### config.mk
export PLATFORM = sky130hd
export DESIGN_NAME = tls_client_hello_preread
export DESIGN_NICKNAME = d
export VERILOG_FILES = /design/src/design/tlsch_pkg.sv /design/src/design/tlsch_step.sv /design/src/design/tls_client_hello_preread.sv
export VERILOG_INCLUDE_DIRS = /design/src /design/src/design
export SDC_FILE = /design/constraint.sdc
export NUM_CORES = 2
export LEC_CHECK = 0
export ABC_AREA = 1
export BUFFER_PORTS_ARGS = -buffer_cell sky130_fd_sc_hd__buf_4
export CORE_UTILIZATION = 50
export CTS_CLUSTER_DIAMETER = 50
export DETAILED_ROUTE_END_ITERATION = 8
export PLACE_DENSITY = 0.74
export SLEW_MARGIN = 20
export SYNTH_ARGS = -nofsm -noshare
export SYNTH_HDL_FRONTEND = slang
export SYNTH_SLANG_ARGS = --single-unit
### constraint.sdc
create_clock -name clk_i -period 21.7 [get_ports clk_i]
set_clock_uncertainty 0.1 [all_clocks]
set_input_delay 1.085 -clock clk_i [delete_from_list [all_inputs] [get_ports clk_i]]
set_output_delay 1.085 -clock clk_i [all_outputs]
set_load 0.01 [all_outputs]
### src/design/tls_client_hello_preread_macros.svh
// Assertion macros shared by the ClientHello pre-reader RTL.
// Needs clk_i and rst_ni in the scope where a macro is used.
`ifndef TLS_CLIENT_HELLO_PREREAD_MACROS_SVH
`define TLS_CLIENT_HELLO_PREREAD_MACROS_SVH

// Same-cycle implication, checked outside reset.
`define TLSCH_ASSERT_NOW(lbl, pre, post) \
  lbl: assert property (@(posedge clk_i) disable iff (!rst_ni) (pre) |-> (post)) \
    else $error("tlsch: check failed");

// Next-cycle implication, checked outside reset.
`define TLSCH_ASSERT_NEXT(lbl, pre, post) \
  lbl: assert property (@(posedge clk_i) disable iff (!rst_ni) (pre) |=> (post)) \
    else $error("tlsch: check failed");

`endif

### src/design/tlsch_pkg.sv
// Package of the ClientHello pre-reader: request/result types, parser state
// and the field walker step function. No dependencies.
package tlsch_pkg;

  // Status codes.
  localparam logic [2:0] ST_NEED     = 3'd0;
  localparam logic [2:0] ST_ACCEPT   = 3'd1;
  localparam logic [2:0] ST_NOT_HS   = 3'd2;
  localparam logic [2:0] ST_BAD_VER  = 3'd3;
  localparam logic [2:0] ST_NOT_CH   = 3'd4;
  localparam logic [2:0] ST_SNI_ERR  = 3'd5;
  localparam logic [2:0] ST_ALPN_ERR = 3'd6;
  localparam logic [2:0] ST_LEN_ERR  = 3'd7;

  localparam logic [7:0] REC_HANDSHAKE = 8'h16;
  localparam logic [7:0] SSL2_FLAG     = 8'h80;
  localparam logic [7:0] COMMA_CHAR    = 8'h2C;
  localparam logic [15:0] EXT_SNI      = 16'd0;
  localparam logic [15:0] EXT_ALPN     = 16'd16;
  localparam logic [15:0] EXT_SUPVER   = 16'd43;
  localparam logic [15:0] RANDOM_LEN   = 16'd32;

  typedef enum logic [4:0] {
    H_START, H_MSGHDR, H_CLIVER, H_RANDOM, H_SIDLEN, H_SID, H_CSLEN, H_CS,
    H_CMLEN, H_CM, H_EXT, H_EXTHDR, H_SNILEN, H_SNIHEAD, H_SNIHOST,
    H_ALPNLEN, H_PLEN, H_PDATA, H_SVLEN
  } hello_e;

  typedef struct packed {
    logic [7:0] stream_byte;
    logic       start_of_stream;
  } req_t;

  typedef struct packed {
    logic [2:0] status;
    logic [7:0] version_major;
    logic [7:0] version_minor;
    logic       name_valid;
    logic       name_kind;
    logic [7:0] name_byte;
  } res_t;

  // Field walker state plus the decision of the last walker step.
  typedef struct packed {
    hello_e          hs;
    logic [15:0]     fr;
    logic [23:0]     hl;
    logic [15:0]     el;
    logic [3:0][7:0] fb;
    logic [1:0][7:0] vb;
    logic            sni;
    logic            alpn;
    logic            comma;
    logic [2:0]      dec;
  } walk_t;

  // Complete parser state.
  typedef struct packed {
    logic [4:0][7:0] rh;
    logic [2:0]      hc;
    logic [15:0]     rr;
    walk_t           w;
    logic [2:0]      decision;
  } st_t;

  localparam st_t ST_RESET = '{rh: '0, hc: '0, rr: '0,
    w: '{hs: H_START, fr: '0, hl: '0, el: '0, fb: '0, vb: '0,
         sni: 1'b0, alpn: 1'b0, comma: 1'b0, dec: ST_NEED},
    decision: ST_NEED};

  // One walker transition, taken when the current field is complete.
  function automatic walk_t walk_adv(walk_t w);
    walk_t       r;
    logic [15:0] sz;
    logic [16:0] need;
    logic [15:0] t;
    r    = w;
    sz   = '0;
    need = '0;
    t    = {w.fb[0], w.fb[1]};
    r.dec = ST_NEED;
    case (w.hs)
      H_START: begin
        r.hs = H_MSGHDR; sz = 16'd4; r.hl = 24'd4;
      end
      H_MSGHDR: begin
        if (w.fb[0] != 8'd1) begin
          r.dec = ST_NOT_CH;
        end else begin
          r.hs = H_CLIVER; sz = 16'd2; r.hl = {w.fb[1], w.fb[2], w.fb[3]};
        end
      end
      H_CLIVER: begin r.hs = H_RANDOM; sz = RANDOM_LEN; end
      H_RANDOM: begin r.hs = H_SIDLEN; sz = 16'd1; end
      H_SIDLEN: begin r.hs = H_SID; sz = {8'd0, w.fb[3]}; end
      H_SID:    begin r.hs = H_CSLEN; sz = 16'd2; end
      H_CSLEN:  begin r.hs = H_CS; sz = {w.fb[2], w.fb[3]}; end
      H_CS:     begin r.hs = H_CMLEN; sz = 16'd1; end
      H_CMLEN:  begin r.hs = H_CM; sz = {8'd0, w.fb[3]}; end
      H_CM, H_EXT: begin
        if (w.hl == '0) begin
          r.dec = ST_ACCEPT;
        end else if (w.hs == H_CM) begin
          r.hs = H_EXT; sz = 16'd2;
        end else begin
          r.hs = H_EXTHDR; sz = 16'd4;
        end
      end
      H_EXTHDR: begin
        if (t == EXT_SNI && !w.sni) begin
          r.hs = H_SNILEN; sz = 16'd2;
        end else if (t == EXT_ALPN && !w.alpn) begin
          r.hs = H_ALPNLEN; sz = 16'd2;
        end else if (t == EXT_SUPVER) begin
          r.hs = H_SVLEN; sz = 16'd1;
        end else begin
          r.hs = H_EXT; sz = {w.fb[2], w.fb[3]};
        end
      end
      H_SNILEN: begin
        r.el = {w.fb[2], w.fb[3]}; r.hs = H_SNIHEAD; sz = 16'd3;
      end
      H_SNIHEAD: begin
        sz   = {w.fb[2], w.fb[3]};
        need = {1'b0, sz} + 17'd3;
        if (w.fb[1] != 8'd0 || {1'b0, w.el} < need) begin
          r.dec = ST_SNI_ERR;
        end else begin
          r.el  = w.el - need[15:0];
          r.sni = 1'b1;
          r.hs  = H_SNIHOST;
        end
      end
      H_SNIHOST: begin r.hs = H_EXT; sz = w.el; end
      H_ALPNLEN: begin
        r.el = {w.fb[2], w.fb[3]}; r.alpn = 1'b1; r.hs = H_PLEN; sz = 16'd1;
      end
      H_PLEN: begin
        sz   = {8'd0, w.fb[3]};
        need = {1'b0, sz} + 17'd1;
        if (sz == '0 || {1'b0, w.el} < need) begin
          r.dec = ST_ALPN_ERR;
        end else begin
          r.el = w.el - need[15:0];
          r.hs = H_PDATA;
        end
      end
      H_PDATA: begin
        if (w.el != '0) begin
          r.comma = 1'b1; r.hs = H_PLEN; sz = 16'd1;
        end else begin
          r.hs = H_EXT; sz = '0;
        end
      end
      H_SVLEN: begin
        r.vb[0] = 8'd3; r.vb[1] = 8'd4; r.hs = H_EXT; sz = {8'd0, w.fb[3]};
      end
      default: r.dec = ST_LEN_ERR;
    endcase
    // Length check against what is left of the handshake message.
    if (r.dec == ST_NEED) begin
      r.fr = sz;
      if (r.hl < {8'd0, sz}) r.dec = ST_LEN_ERR;
    end
    return r;
  endfunction

endpackage

### src/design/tlsch_step.sv
// Next-state and result logic of the pre-reader for one byte.
// Depends on tlsch_pkg.
module tlsch_step (
  input  tlsch_pkg::st_t  cur_i,
  input  tlsch_pkg::req_t req_i,
  output tlsch_pkg::st_t  nxt_o,
  output tlsch_pkg::res_t res_o
);
  import tlsch_pkg::*;

  localparam int unsigned SettleSteps = 4;

  st_t        s;
  walk_t      w;
  logic [7:0] b;
  logic       nv, nk;
  logic [7:0] nb;

  always_comb begin
    b  = req_i.stream_byte;
    s  = req_i.start_of_stream ? ST_RESET : cur_i;
    nv = 1'b0;
    nk = 1'b0;
    nb = '0;
    w  = s.w;
    // A comma owed from the previous protocol name goes out first.
    if (s.w.comma) begin
      s.w.comma = 1'b0;
      nv = 1'b1; nk = 1'b1; nb = COMMA_CHAR;
    end
    if (s.decision == ST_NEED) begin
      if (s.hc < 3'd5) begin
        // Collect the record header.
        case (s.hc)
          3'd0:    s.rh[0] = b;
          3'd1:    s.rh[1] = b;
          3'd2:    s.rh[2] = b;
          3'd3:    s.rh[3] = b;
          default: s.rh[4] = b;
        endcase
        s.hc = s.hc + 3'd1;
        if (s.hc == 3'd5) begin
          if ((s.rh[0] & SSL2_FLAG) != '0 && s.rh[2] == 8'd1 &&
              (s.rh[3] == 8'd0 || s.rh[3] == 8'd3)) begin
            s.w.vb[0] = s.rh[3];
            s.w.vb[1] = s.rh[4];
            s.decision = ST_ACCEPT;
          end else if (s.rh[0] != REC_HANDSHAKE) begin
            s.decision = ST_NOT_HS;
          end else if (s.rh[1] != 8'd3) begin
            s.decision = ST_BAD_VER;
          end else begin
            s.rr = {s.rh[3], s.rh[4]};
            if (s.rr == '0) s.hc = '0;
          end
        end
      end else begin
        // Record payload byte.
        if (s.rr != '0) s.rr = s.rr - 16'd1;
        if (s.rr == '0) s.hc = '0;
        w = s.w;
        w.dec = ST_NEED;
        // Only the start state enters with no field open.
        if (w.fr == '0) w = walk_adv(w);
        if (w.dec == ST_NEED) begin
          w.fr = w.fr - 16'd1;
          if (w.hl != '0) w.hl = w.hl - 24'd1;
          case (w.hs)
            H_CLIVER: begin
              w.vb[0] = w.vb[1];
              w.vb[1] = b;
            end
            H_SNIHOST: begin nv = 1'b1; nk = 1'b0; nb = b; end
            H_PDATA:   begin nv = 1'b1; nk = 1'b1; nb = b; end
            default:   w.fb = {b, w.fb[3:1]};
          endcase
          // Resolve empty fields that follow this byte.
          for (int unsigned i = 0; i < SettleSteps; i++) begin
            if (w.dec == ST_NEED && w.fr == '0) w = walk_adv(w);
          end
        end
        s.decision = w.dec;
        s.w = w;
        s.w.dec = ST_NEED;
      end
    end
    nxt_o = s;
    res_o.status        = s.decision;
    res_o.version_major = s.w.vb[0];
    res_o.version_minor = s.w.vb[1];
    res_o.name_valid    = nv;
    res_o.name_kind     = nk;
    res_o.name_byte     = nb;
  end

endmodule

### src/design/tls_client_hello_preread.sv
// TLS ClientHello pre-reader: one status result per stream byte, taking one
// byte every clock cycle while the output is not stalled. A request passes an
// input register, then combinational parser logic updates the state and loads
// the result register. The field walker is combinational and resolves up to
// four empty fields in the same cycle as the byte. Assert start_of_stream on
// the first byte of a connection; the decision stays until the next start.
module tls_client_hello_preread (
  input  logic             clk_i,
  input  logic             rst_ni,
  input  logic             in_valid_i,
  output logic             in_ready_o,
  input  tlsch_pkg::req_t  in_req_i,
  output logic             out_valid_o,
  input  logic             out_ready_i,
  output tlsch_pkg::res_t  out_res_o
);
  import tlsch_pkg::*;
  `include "tls_client_hello_preread_macros.svh"

  logic s1_valid_q;
  req_t s1_req_q;
  logic out_valid_q;
  res_t out_res_q;
  st_t  st_q, st_d;
  res_t res_d;
  logic fire;

  assign fire        = s1_valid_q && (!out_valid_q || out_ready_i);
  assign in_ready_o  = !s1_valid_q || fire;
  assign out_valid_o = out_valid_q;
  assign out_res_o   = out_res_q;

  tlsch_step u_step (
    .cur_i (st_q),
    .req_i (s1_req_q),
    .nxt_o (st_d),
    .res_o (res_d)
  );

  // Control state and parser state.
  always_ff @(posedge clk_i or negedge rst_ni) begin
    if (!rst_ni) begin
      s1_valid_q  <= 1'b0;
      out_valid_q <= 1'b0;
      st_q        <= ST_RESET;
    end else begin
      if (in_ready_o) s1_valid_q <= in_valid_i;
      if (fire) begin
        out_valid_q <= 1'b1;
        st_q        <= st_d;
      end else if (out_ready_i) begin
        out_valid_q <= 1'b0;
      end
    end
  end

  // Payload registers.
  always_ff @(posedge clk_i) begin
    if (in_valid_i && in_ready_o) s1_req_q <= in_req_i;
    if (fire) out_res_q <= res_d;
  end

  `TLSCH_ASSERT_NOW(a_ready_when_empty, !s1_valid_q, in_ready_o)
  `TLSCH_ASSERT_NOW(a_name_idle_zero, out_valid_q && !out_res_q.name_valid,
    !out_res_q.name_kind && out_res_q.name_byte == '0)
  `TLSCH_ASSERT_NEXT(a_decision_sticky,
    fire && !s1_req_q.start_of_stream && st_q.decision != ST_NEED,
    st_q.decision == $past(st_q.decision))
  `TLSCH_ASSERT_NEXT(a_status_tracks_state, fire, out_res_q.status == st_q.decision)

endmodule
## After elaboration in Yosys (flattened, before gate mapping)

Index checks and enable logic that the tools add are counted.
Widths: inputs -> output; s select.

| cells by class | value |
|---|---|
| add/sub/neg operators | 24 |
| $lt $le $gt $ge | 16 |
| equality and inequality tests | 113 |
| muxes and demuxes | 322 |
| reductions and logical operators | 133 |

Operators with widths:

| cell | number |
|---|---|
| $mux 115 | 17 |
| $mux 16 | 66 |
| $pmux 16 s12 | 5 |
| $mux 24 | 28 |
| $pmux 5 s17 | 5 |
| $mux 177 | 2 |
| $pmux 16 s3 | 5 |
| $pmux 24 s2 | 5 |
| $eq 5x4->1 const B | 40 |
| $mux 5 | 40 |
| $logic_not 16->1 | 12 |
| $lt 16x17->1 | 10 |
| $mux 3 | 56 |
| $sub 16x16->16 | 10 |
| $mux 8 | 19 |
| $mux 32 | 4 |
| $logic_not 24->1 | 5 |
| $lt 24x16->1 | 5 |
| $eq 5x3->1 const B | 20 |
| $reduce_bool 16->1 | 6 |
| $mux 19 | 5 |
| $mux 93 | 1 |
| $add 16x2->17 const B | 5 |
| $eq 16x5->1 const B | 5 |
| other kinds (36) | 232 |

| word-level totals | value |
|---|---|
| flip-flop bits (word level) | 217 |
| input port bits | 13 |
| output and inout port bits | 31 |
| word-level logic and storage cells | 640 |

## Depth between registers and ports, before layout

| depth | value |
|---|---|
| word-level depth | 85 |
| gate-level depth with buffers | 127 |

## Hierarchy

A second synthesis with hierarchy kept.

| second synthesis, totals | value |
|---|---|
| cells, all modules | 6115 |
| area, all modules | 34594.4 µm² |

By module, submodules not included:

| module | times used | cells each | area each (µm²) | sequential area each (µm²) |
|---|---|---|---|---|
| tlsch_step | 1 | 5300 | 26426.6 | 0.0 |
| tls_client_hello_preread | 1 | 815 | 8167.8 | 5620.4 |

## Worst setup path before layout

No wires, ideal clock.

| timing | value |
|---|---|
| kind | register -> register |
| start point | register s1_req_q[0] (netlist name) |
| end point | register st_q[1] (netlist name) |
| library setup time | 66 ps |
| data arrival time | 14873 ps |
| slack | 6662 ps |
| cell stages (with the launch flop) | 119 |
| buffers on the path | 7 |
| path through | edfxtp_1 buf_6 buf_6 buf_4 buf_4 nor2_1 inv_1 ha_1 nor2_2 nand2_1 nor2_2 nand3_1 xor2_1 ha_1 nand2_1 o21ai_0 nand2_1 nand2_1 [83 not listed] o22ai_1 a21oi_1 ha_1 a21oi_1 nor2_1 a211oi_1 o211ai_1 nor3_1 nand2_1 nand2_1 nand2_1 nand2_1 nand2_1 nand2_1 nand2_1 nand2_2 nand2_1 nand2_1 |

RTL lines:

| item | line | source |
|---|---|---|
| start, declared | tls_client_hello_preread.sv:21 | `req_t s1_req_q;` |
| start signal, assigned | tls_client_hello_preread.sv:59 | `if (in_valid_i && in_ready_o) s1_req_q <= in_req_i;` |
| end signal, assigned | tls_client_hello_preread.sv:50 | `st_q <= st_d;` |
| end, declared | tls_client_hello_preread.sv:24 | `st_t st_q, st_d;` |

==> results.toml <==
[global_routing]
grt_pass1_wl_mm = 242
overflow = 0
grt_antenna_before_repair = 9
grt_max_degree = 146
track_usage = 0.481
grt_pass1_vias = 37500

[timing]
slew_violations = 0
finalSetupViolations = 0
fin_crit_sh = 0.936
rsz0062_at_grt = "false"
finalHoldViolCount = 0
maxSlewHeadroom = 0.133
final.min_clock_period_ns = 20.32
fmax_ghz = 0.0492
worstMarginPinSlew_ns = 1.29
fin_tns_setup_ns = 0

[cts]
post_cts_buffers = 0
cts_tree = "built"
clk_latency_ns = 0.57
htree_levels = 1
cts_resized = 0
cts_root_buf = "clkbuf_16"
clockBufferDepth = 3
cts_made_buffers = 26
postCtsHoldBufs = 0
clk_pin_slew_ns = 0.07
clkSinkCount = 214

[routing]
vias = 42100
detail_route.wl_per_cell_um = 25.4
drt-initial-drc-count = 6945
drtPass1Iterations = 8
drc = 0
via_per_inst = 6.43
totalWireLength_mm = 167
ant_nets = 0

[finish]
drive_above_1_share = 0.0557
layout_commonest_cell = "nand2_1"
syn2layout_area_growth_pct = 5.69
layout_common_cells = "nand2_1 (1563), inv_1 (709), nor2_1 (694)"
nets = 5900

[logic_synthesis]
synth-compound-area-share = 0.228
synth_top_area_frac = 0.179
synth_xor_area_frac = 0.0280
synth_warnings = 0
synthTopCellsByArea = "nand2_1 (18%), dfrtp_1 (13%), o21ai_0 (9.5%)"
yosysTopAreaCell = "nand2_1"
synth_edf_count = 38
ys_types = 71
synthesis.nets = 5973
seq_area_frac_synth = 0.169
muxShareOfSynthArea = 0
syn_inst = 5745
synthAdderAreaFrac = 0.0832
yosys.area_share.simple = 0.375
ys_seq_elements = 214
syn_avg_cell_area_um2 = 5.73
synth_flop_cell = "dfrtp_1"
async_flop_share = 0.822
syn_area_um2 = 32900
synth_top_family_by_area = "simple AND/OR/NAND/NOR gates"

[placement]
gp_congestion = 1.13
dp_hpwl_mm = 130
port_buffers = 43

[worst_setup_path]
cp-end-kind = "flip-flop"
crit_slowest_cell = "xor2_1"
cp_max_fo = 145
worst_setup_path_start_kind = "flip-flop"
cp.arrival_ns = 20.73
path_class = "reg2reg"
crit_required_ns = 22.11
path_delay_family = "simple AND/OR/NAND/NOR gates"
path_buf_inv = 16
cpMostUsedCell = "nand2_1"
worst_path_largest_cell_delay_ns = 0.59

[floorplan]
die_width_um = 258
dieArea_um2 = 66800
start_util = 0.508
core_area_um2 = 64700
ioPinCount = 44
rows = 93
die_h_um = 258

[worst_hold_path]
hp-class = "reg2reg"

[run_status]
status = "complete, no violations"

[run]
drv_cap = 0
## routing by layer
| metal | GRT usage | part of all wire | routed length (um) |
|---|---|---|---|
| met5 | 0 | 0.00038 | 63 |
| met2 | 0.668 | 0.39 | 64300 |
| met4 | 0.292 | 0.076 | 12700 |
| met3 | 0.152 | 0.15 | 25200 |
| met1 | 0.644 | 0.39 | 64400 |
## area by class of cell
class                   instances  area (um2)
clock inverters                16         184
well taps                     855        1070
clock buffers                  32         704
multi-input cells            4571       23600
fillers                      6969       29900
diodes                          8        20.0
repair buffers                108         837
flip-flops and latches        214        5550
inverters                     751        2830
## cell families (layout without fill, tap and decap cells)
group                      count (synthesis)  after routing
AOI/OAI and AO/OA                       1326           1326
xor gates and xnor gates                 105            105
adders and majority gates                215            215
buffers and inverters                    962            907
DFF                                      214            214
other                                      0              8
and+or+nand+nor                         2923           2925
## flip-flops by register name, summed over array words and instances, names as in the netlist
signal / flops
out_res_o: 29
out_valid_o: 1
s1_req_q: 9
s1_valid_q: 1
st_q: 174
## metrics by stage
stage | utilization | setup WS, ns | instance area (um2) | hold slack [ns] | cells
4_1_cts | 0.536 | 1.63 | 34700 | 0.384 | 6545
6_report | 0.537 | 1.38 | 34800 | 0.390 | 6555
2_1_floorplan | - | 6.66 | 32900 | 0.349 | 5745
3_5_place_dp | 0.523 | 1.71 | 33800 | 0.366 | 6497
3_3_place_gp | 0.523 | 1.94 | 33800 | 0.363 | 6497
5_1_grt | 0.537 | 0.00463 | 34700 | 0.406 | 6547
## cells in the mapped netlist (6+ instances only)
library cell     n
nand2_1       1565
inv_1          710
nor2_1         698
o21ai_0        625
nand3_1        342
a21oi_1        288
ha_1           209
dfrtp_1        176
clkbuf_1       129
nand4_1        115
o22ai_1        115
xor2_1          79
o21ai_1         50
nor3_1          48
o211ai_1        44
o221ai_1        41
edfxtp_1        38
buf_2           35
nor2_2          34
a31oi_1         28
nand2_2         28
inv_2           27
xnor2_1         26
a22oi_1         24
nor4_1          21
nand3b_1        20
o21bai_1        19
buf_1           15
buf_4           15
buf_6           14
a211oi_1        13
clkinv_1        13
nand3_2         12
o21ai_2         12
or2_2           12
o2111ai_1       10
o21a_1          10
a21o_1           9
a32oi_1          7
nor2_4           7
fa_1             6
## path summary, 6_finish.rpt
kind / start / endpoint / slack (ns) / cells past startpoint
setup / recovery: s1_req_q[0]$_DFFE_PP_ / st_q[1]$_DFFE_PN0P_ / 1.38 / 116
hold / removal: st_q[80]$_DFFE_PN0P_ / st_q[80]$_DFFE_PN0P_ / 0.39 / 2
setup reg to reg: s1_req_q[0]$_DFFE_PP_ / st_q[1]$_DFFE_PN0P_ / 1.38 / 116
hold reg to reg: st_q[80]$_DFFE_PN0P_ / st_q[80]$_DFFE_PN0P_ / 0.39 / 2
max in group asynchronous: rst_ni / st_q[94]$_DFFE_PN0P_ / 19.65 / 2
min in group asynchronous: rst_ni / st_q[137]$_DFFE_PN0P_ / 0.53 / 1
## tightest hold or removal path: stages (launching register included)
cell and delay (ns):
dfrtp_1 0.35, nand2_1 0.05, o21ai_0 0.06
Power is left out: the tool's default activity adds up to more than one toggle a clock period on the data nets, which glitch-free logic cannot reach.
